$ cat config.mk
export PLATFORM = sky130hd
export DESIGN_NAME = jssc_step
export DESIGN_NICKNAME = d
export VERILOG_FILES = /design/src/design/jssc_pkg.sv /design/src/design/jssc_step.sv
export SDC_FILE = /design/constraint.sdc
export NUM_CORES = 1
export LEC_CHECK = 0
export BUFFER_PORTS_ARGS = -buffer_cell sky130_fd_sc_hd__buf_2
export CAP_MARGIN = 20
export CORE_ASPECT_RATIO = 0.7
export CORE_MARGIN = 3
export CORE_UTILIZATION = 35
export DETAILED_ROUTE_END_ITERATION = 12
export PLACE_DENSITY_LB_ADDON = 0.3
export SETUP_SLACK_MARGIN = 0.2
export SLEW_MARGIN = 0
export SYNTH_ARGS = -nofsm -noshare
export SYNTH_HDL_FRONTEND = slang
export SYNTH_SLANG_ARGS = --single-unit
$ cat constraint.sdc
create_clock -name vclk -period 7.4
set_clock_uncertainty 0.1 [all_clocks]
set_input_delay 0.37 -clock vclk [all_inputs]
set_output_delay 0.37 -clock vclk [all_outputs]
set_load 0.01 [all_outputs]
$ cat src/design/jssc_pkg.sv
`timescale 1ns / 1ps
`default_nettype none
// ----------------------------------------------------------------------------
// jssc_pkg
// Shared types, codes and literal tables for the JSON scalar syntax checker.
// ----------------------------------------------------------------------------
package jssc_pkg;

   // grammar phase of the scanner
   typedef enum logic [3:0] {
      PH_LEAD   = 4'd0,
      PH_LIT    = 4'd1,
      PH_MINUS  = 4'd2,
      PH_ZERO   = 4'd3,
      PH_INT    = 4'd4,
      PH_DOT    = 4'd5,
      PH_FRAC   = 4'd6,
      PH_EXP    = 4'd7,
      PH_EXPSGN = 4'd8,
      PH_EXPDIG = 4'd9,
      PH_TRAIL  = 4'd10
   } phase_type;

   // verdict codes, also used as the sticky error code
   typedef enum logic [1:0] {
      ST_OK      = 2'd0,
      ST_EXPECT  = 2'd1,
      ST_INVALID = 2'd2,
      ST_NOTSING = 2'd3
   } status_type;

   // value kinds
   typedef enum logic [1:0] {
      KIND_NULL  = 2'd0,
      KIND_FALSE = 2'd1,
      KIND_TRUE  = 2'd2,
      KIND_NUM   = 2'd3
   } kind_type;

   // literal selectors
   localparam logic [1:0] LIT_NULL  = 2'd0;
   localparam logic [1:0] LIT_TRUE  = 2'd1;
   localparam logic [1:0] LIT_FALSE = 2'd2;

   localparam int CHAR_W = 8;

   // scanner state carried from one byte to the next
   typedef struct packed {
      phase_type  phase;
      logic [1:0] choice;
      logic [2:0] position;
      status_type error;
      kind_type   kind;
   } scan_state_type;

   localparam scan_state_type SCAN_RESET = '{
      phase:    PH_LEAD,
      choice:   2'd0,
      position: 3'd0,
      error:    ST_OK,
      kind:     KIND_NULL
   };

   // length of each literal, zero for the unused selector
   function automatic logic [2:0] lit_len(input logic [1:0] choice);
      logic [2:0] len;
      case (choice)
         LIT_NULL:  len = 3'd4;
         LIT_TRUE:  len = 3'd4;
         LIT_FALSE: len = 3'd5;
         default:   len = 3'd0;
      endcase
      return len;
   endfunction

   // expected letter of a literal at a position
   function automatic logic [CHAR_W-1:0] lit_char(input logic [1:0] choice,
                                                   input logic [2:0] pos);
      logic [CHAR_W-1:0] ch;
      case ({choice, pos})
         {LIT_NULL, 3'd0}:  ch = "n";
         {LIT_NULL, 3'd1}:  ch = "u";
         {LIT_NULL, 3'd2}:  ch = "l";
         {LIT_NULL, 3'd3}:  ch = "l";
         {LIT_TRUE, 3'd0}:  ch = "t";
         {LIT_TRUE, 3'd1}:  ch = "r";
         {LIT_TRUE, 3'd2}:  ch = "u";
         {LIT_TRUE, 3'd3}:  ch = "e";
         {LIT_FALSE, 3'd0}: ch = "f";
         {LIT_FALSE, 3'd1}: ch = "a";
         {LIT_FALSE, 3'd2}: ch = "l";
         {LIT_FALSE, 3'd3}: ch = "s";
         {LIT_FALSE, 3'd4}: ch = "e";
         default:           ch = 8'd0;
      endcase
      return ch;
   endfunction

   // kind reported once a literal is complete
   function automatic kind_type lit_kind(input logic [1:0] choice);
      kind_type k;
      case (choice)
         LIT_TRUE:  k = KIND_TRUE;
         LIT_FALSE: k = KIND_FALSE;
         default:   k = KIND_NULL;
      endcase
      return k;
   endfunction

endpackage
`default_nettype wire

$ cat src/design/jssc_step.sv
`timescale 1ns / 1ps
`default_nettype none
// ----------------------------------------------------------------------------
// jssc_step
// One scanner step: next state and end-of-text verdict for one byte.
// ----------------------------------------------------------------------------
module jssc_step (
   input  wire jssc_pkg::scan_state_type        cur_state,
   input  wire logic [jssc_pkg::CHAR_W-1:0]     char_byte,
   input  wire logic                            end_of_text,
   output jssc_pkg::scan_state_type             nxt_state,
   output jssc_pkg::status_type                 parse_status,
   output jssc_pkg::kind_type                   value_kind
);

   logic       blank;
   logic       digit;
   logic       exp_mark;
   logic [2:0] pos_next;

   // character classes
   assign blank    = (char_byte == " ") || (char_byte == 8'h09) ||
                     (char_byte == 8'h0a) || (char_byte == 8'h0d);
   assign digit    = (char_byte >= "0") && (char_byte <= "9");
   assign exp_mark = (char_byte == "e") || (char_byte == "E");
   assign pos_next = cur_state.position + 3'd1;

   // grammar transitions and verdict
   always_comb begin
      nxt_state    = cur_state;
      parse_status = jssc_pkg::ST_OK;
      value_kind   = jssc_pkg::KIND_NULL;
      if (end_of_text) begin
         nxt_state = jssc_pkg::SCAN_RESET;
         if (cur_state.error != jssc_pkg::ST_OK) begin
            parse_status = cur_state.error;
         end else begin
            case (cur_state.phase)
               jssc_pkg::PH_LEAD: begin
                  parse_status = jssc_pkg::ST_EXPECT;
               end
               jssc_pkg::PH_ZERO, jssc_pkg::PH_INT, jssc_pkg::PH_FRAC,
               jssc_pkg::PH_EXPDIG, jssc_pkg::PH_TRAIL: begin
                  parse_status = jssc_pkg::ST_OK;
                  value_kind   = cur_state.kind;
               end
               default: begin
                  parse_status = jssc_pkg::ST_INVALID;
               end
            endcase
         end
      end else if (cur_state.error == jssc_pkg::ST_OK) begin
         case (cur_state.phase)
            jssc_pkg::PH_LEAD: begin
               if (blank) begin
                  nxt_state.phase = jssc_pkg::PH_LEAD;
               end else if (char_byte == "n" || char_byte == "t" ||
                            char_byte == "f") begin
                  nxt_state.phase    = jssc_pkg::PH_LIT;
                  nxt_state.position = 3'd1;
                  nxt_state.choice   = (char_byte == "n") ? jssc_pkg::LIT_NULL :
                                       (char_byte == "t") ? jssc_pkg::LIT_TRUE :
                                                            jssc_pkg::LIT_FALSE;
               end else begin
                  nxt_state.kind = jssc_pkg::KIND_NUM;
                  if (char_byte == "-") nxt_state.phase = jssc_pkg::PH_MINUS;
                  else if (char_byte == "0") nxt_state.phase = jssc_pkg::PH_ZERO;
                  else if (digit) nxt_state.phase = jssc_pkg::PH_INT;
                  else nxt_state.error = jssc_pkg::ST_INVALID;
               end
            end
            jssc_pkg::PH_LIT: begin
               if (cur_state.position >= jssc_pkg::lit_len(cur_state.choice) ||
                   char_byte != jssc_pkg::lit_char(cur_state.choice,
                                                   cur_state.position)) begin
                  nxt_state.error = jssc_pkg::ST_INVALID;
               end else begin
                  nxt_state.position = pos_next;
                  if (pos_next == jssc_pkg::lit_len(cur_state.choice)) begin
                     nxt_state.kind  = jssc_pkg::lit_kind(cur_state.choice);
                     nxt_state.phase = jssc_pkg::PH_TRAIL;
                  end
               end
            end
            jssc_pkg::PH_MINUS: begin
               if (char_byte == "0") nxt_state.phase = jssc_pkg::PH_ZERO;
               else if (digit) nxt_state.phase = jssc_pkg::PH_INT;
               else nxt_state.error = jssc_pkg::ST_INVALID;
            end
            jssc_pkg::PH_ZERO, jssc_pkg::PH_INT: begin
               if (cur_state.phase == jssc_pkg::PH_INT && digit) begin
                  nxt_state.phase = jssc_pkg::PH_INT;
               end else if (char_byte == ".") begin
                  nxt_state.phase = jssc_pkg::PH_DOT;
               end else if (exp_mark) begin
                  nxt_state.phase = jssc_pkg::PH_EXP;
               end else if (blank) begin
                  nxt_state.phase = jssc_pkg::PH_TRAIL;
               end else begin
                  nxt_state.error = jssc_pkg::ST_NOTSING;
               end
            end
            jssc_pkg::PH_DOT: begin
               if (digit) nxt_state.phase = jssc_pkg::PH_FRAC;
               else nxt_state.error = jssc_pkg::ST_INVALID;
            end
            jssc_pkg::PH_FRAC: begin
               if (digit) nxt_state.phase = jssc_pkg::PH_FRAC;
               else if (exp_mark) nxt_state.phase = jssc_pkg::PH_EXP;
               else if (blank) nxt_state.phase = jssc_pkg::PH_TRAIL;
               else nxt_state.error = jssc_pkg::ST_NOTSING;
            end
            jssc_pkg::PH_EXP: begin
               if (char_byte == "+" || char_byte == "-") begin
                  nxt_state.phase = jssc_pkg::PH_EXPSGN;
               end else if (digit) begin
                  nxt_state.phase = jssc_pkg::PH_EXPDIG;
               end else begin
                  nxt_state.error = jssc_pkg::ST_INVALID;
               end
            end
            jssc_pkg::PH_EXPSGN: begin
               if (digit) nxt_state.phase = jssc_pkg::PH_EXPDIG;
               else nxt_state.error = jssc_pkg::ST_INVALID;
            end
            jssc_pkg::PH_EXPDIG: begin
               if (digit) nxt_state.phase = jssc_pkg::PH_EXPDIG;
               else if (blank) nxt_state.phase = jssc_pkg::PH_TRAIL;
               else nxt_state.error = jssc_pkg::ST_NOTSING;
            end
            jssc_pkg::PH_TRAIL: begin
               if (!blank) nxt_state.error = jssc_pkg::ST_NOTSING;
            end
            default: begin
               nxt_state.error = jssc_pkg::ST_INVALID;
            end
         endcase
      end
   end

endmodule
`default_nettype wire

After elaboration in Yosys (flattened, before gate mapping)
Memory sizes are Yosys's and may differ from the RTL's.
Index checks and enable logic that the tools add are counted.
Widths: inputs -> output; s select.

storage, ports and cells
  register bits after elaboration = 0
  latch bits = 0
  memory bits (writable) = 0
  bits in read-only memories = 224
  input bits = 22
  memories kept = 1

memories
  name             depth  width  rd ports  clocked after memory_dff  wr ports  RTL line        RTL
  (no name shown)  32     7      1         0                         0         jssc_pkg.sv:80  case ({choice, pos})

operators by class
  $add $sub $neg = 1
  multiply operators = 0
  divide/modulo/power cells = 0
  $lt $le $gt $ge = 3
  equality and inequality tests = 27
  shift-type cells = 0
  muxes and demuxes = 60
  bitwise logic cells = 0
  reductions and logical operators = 18

operators by type and width
  kind                count
  $mux 4              17
  $mux 2              21
  $eq 8x6->1 const B  5
  $eq 8x7->1 const B  5
  $pmux 4 s9          1
  $mux 13             2
  $eq 8x4->1 const B  3
  $mux 3              8
  $mux 8              3
  $pmux 2 s9          1
  $eq 4x3->1 const B  4
  $eq 4x4->1 const B  3
  $pmux 2 s2          3
  $pmux 3 s2          2
  $mux 9              1
  $eq 4x2->1 const B  2
  $ge 8x6->1 const B  1
  $le 8x6->1 const B  1
  $logic_or 1x1->1    8
  $ne 8x8->1          1
  $reduce_or 2->1     3
  $mux 5              1
  $reduce_or 5->1     1
  $eq 4x1->1 const B  1
  9 further kinds     11

Logic depth before layout (Yosys ltp)
  depth in word-level cells = 18
  mapped depth = 11
  depth with buffers taken out = 10

Worst setup path after synthesis
No wires, ideal clock.

  kind = input port to output port
  start = input port cur_state[7] in the netlist's numbering
  end = output port nxt_state[0] in the netlist's numbering
  arrival time = 2.648 ns
  setup slack = 4.282 ns
  cell stages on the path = 10
  path buffers = 2
  path through = buf_6 -> buf_2 -> and2_1 -> ha_1 -> a311o_1 -> nor4_2 -> nand3_1 -> or3_4 -> or4_1 -> nand2_1

RTL lines
  what                RTL line         RTL
  start: declaration  jssc_step.sv:8   input wire jssc_pkg::scan_state_type cur_state,
  end: declaration    jssc_step.sv:11  output jssc_pkg::scan_state_type nxt_state,

==> run_results.csv <==
group,metric,value,unit
synthesis,yosysMostFrequentCell,"nor2_1",
min_path,min_path_type,"in -> out",
placement,io_buffers,39,
final_layout,area_growth_syn_to_layout,11.2,%
timing,max_freq,295,MHz
synthesis,synthMuxAreaShare,1.95,%
final_layout,final_cell_area,1720,um2
clock_tree,postCtsSetupBuffers,0,
floorplan,io_pins,39,
global_route,grt_max_degree,22,
detailed_routing,drt_pass1_iterations,6,
global_route,grt_pass1_wl,8160,um
final_layout,final_nets,304,
synthesis,yosysTopAreaCell,"a21oi_1",
final_layout,final_cells,323,
final_layout,ff_latch_area,0,um2
timing,grt_setup_unrepaired,"false",
power_and_ir_drop,finalPower,85.8,uW
detailed_routing,drc,0,
synthesis,synth_area_leaders,"a21oi_1 7.5%, ha_1 7.3%, nor2_1 7.1%",
clock_tree,hold_buffers,0,
floorplan,initial_core_util,37.7,%
flow_run,drv_cap,0,
detailed_routing,vias_per_cell,6.40,
clock_tree,cts_resized,0,
floorplan,die_area,5250,um2
critical_path,cp_max_fo,8,
timing,finalSetupTns,0,ns
placement,placed_cell_area,1720,um2
final_layout,drive_gt1_share,17.0,%
critical_path,critical_path_class,"in -> out",
final_layout,n_antenna_cell,0,
final_layout,multi_input_area,1400,um2
synthesis,syn_area_per_cell,6.10,um2
floorplan,die_y,61.5,um
synthesis,yosysWarnings,0,
synthesis,synth_area,1540,um2
global_route,grt_pass1_vias,1639,
timing,finalCritPeriodShare,45.8,%
floorplan,std_cell_rows,19,
detailed_routing,wl_per_cell,15.8,um
synthesis,synth_top_family_by_area,"simple AND/OR/NAND/NOR gates",
detailed_routing,vias,2068,
placement,post-place-ws,4.07,ns
power_and_ir_drop,p_leak,0.000703,uW
timing,finalHoldViolCount,0,
detailed_routing,antenna_left,0,
final_layout,clkbuf_count,0,
critical_path,cp-end-kind,"output port",
synthesis,syn_inst,253,
timing,tightest_slew,0.665,ns
synthesis,syn_nets,284,
placement,routabilityCongestion,0.951,
detailed_routing,drt_iter0_drc,304,
final_layout,design.seq.count,0,
synthesis,yosys.area_share.xor_xnor,2.84,%
global_route,grt-ovfl-total,0,
synthesis,synth-simple-area-share,42.4,%
placement,post-dp-hpwl,3970,um
timing,slew_headroom,54.5,%
critical_path,worstPathArrival,2.92,ns
synthesis,synth_top_area_share,7.46,%
timing,setup_violations,0,
global_route,antenna_found_initial,0,
floorplan,core_area,4090,um2
synthesis,synth_common_cells,"29 x nor2_1, 23 x a21oi_1, 21 x nand2_1",
detailed_routing,routed_wl,5100,um
synthesis,synthAdderAreaFrac,7.30,%
run_status,status,"completed",
synthesis,synth_compound_gate_area_share,36.4,%
power_and_ir_drop,max-vdd-ir-drop,26.6,uV
synthesis,synth_cell_types,58,
critical_path,required,6.93,ns
floorplan,die_w,85.4,um
timing,worst_slack,4.01,ns
final_layout,fillers,446,
placement,dp_cells,323,
timing,period_needed,3.39,ns
timing,slew_viol_final,0,
synthesis,yosysSeqAreaShare,0,%
global_route,gr-usage-all-layers,18.5,%
critical_path,startpoint_type,"primary input",
power_and_ir_drop,power.density,50.0,nW/um2
==> layout by cell type (no fill, tap or decap), types with 2 or more instances in the layout <==
| cell | n |
|---|---|
| o22ai_1 | 2 |
| ha_1 | 9 |
| and3_1 | 4 |
| nand3b_1 | 2 |
| nor2_1 | 29 |
| nor3_1 | 11 |
| o311ai_1 | 2 |
| a211oi_1 | 4 |
| nor2b_1 | 8 |
| nor4b_1 | 3 |
| inv_1 | 11 |
| a21o_1 | 3 |
| nand3_1 | 5 |
| nand2b_1 | 3 |
| and4_1 | 5 |
| nor4_1 | 4 |
| o211ai_1 | 4 |
| buf_2 | 39 |
| a21oi_1 | 23 |
| mux2i_1 | 3 |
| or3_1 | 2 |
| o21ai_0 | 12 |
| xnor2_1 | 4 |
| and2_1 | 5 |
| a21boi_0 | 2 |
| a221oi_1 | 2 |
| nor3b_1 | 2 |
| and4b_1 | 3 |
| or4_1 | 2 |
| nand2_1 | 21 |
| a31oi_1 | 6 |
| a22o_1 | 2 |
| o32a_1 | 3 |
| a211o_1 | 4 |
| nand4_1 | 6 |
==> cell families (layout without fill, tap and decap cells) <==
family                   after synthesis  after routing
AND/OR/NAND/NOR                      119            119
AO/OA/AOI/OAI                         83             83
buffers and inverters                 34             52
adder cells (fa/ha/maj)                9              9
XOR/XNOR                               5              5
multiplexers                           3              3
==> area by class of cell <==
class | instances | area share [%]
multi-input cells | 219 | 81.8
repair buffers | 40 | 11.8
well taps | 52 | 3.79
inverters | 12 | 2.63
==> layer usage <==
layer	GRT usage (%)	vias up	routed length (um)
met2	25.6	142	1960
met1	31.2	922	2530
li1	-	1000	-
met3	1.74	4	600
met5	0	-	0
met4	0.226	0	6
==> metrics by stage <==
step / utilization [%] / hold WS (ns)
after floorplan: - / 0.783
after global placement: 42.0 / 0.950
after detailed placement: 42.0 / 0.948
after CTS: 42.0 / 0.948
after global routing: 42.0 / 0.962
final: 42.0 / 0.945
==> path summary, 6_finish.rpt <==
path | start | end | cells after the start
worst min-delay path | cur_state[1] | value_kind[1] | 3
worst max-delay path | char_byte[2] | nxt_state[10] | 9
==> critical path: stages <==
cell	delay [ns]
buf_2	0.15
nor4_1	0.60
nand2_1	0.12
o32a_1	0.30
a2111oi_0	0.65
a21oi_1	0.07
and3_1	0.18
a221oi_1	0.28
buf_2	0.19
==> report_power, final <==
group	switching, uW	internal, uW
logic	53.7	32.2
clock network	0	0
registers	0	0
Power figures use the tool's default switching activity.
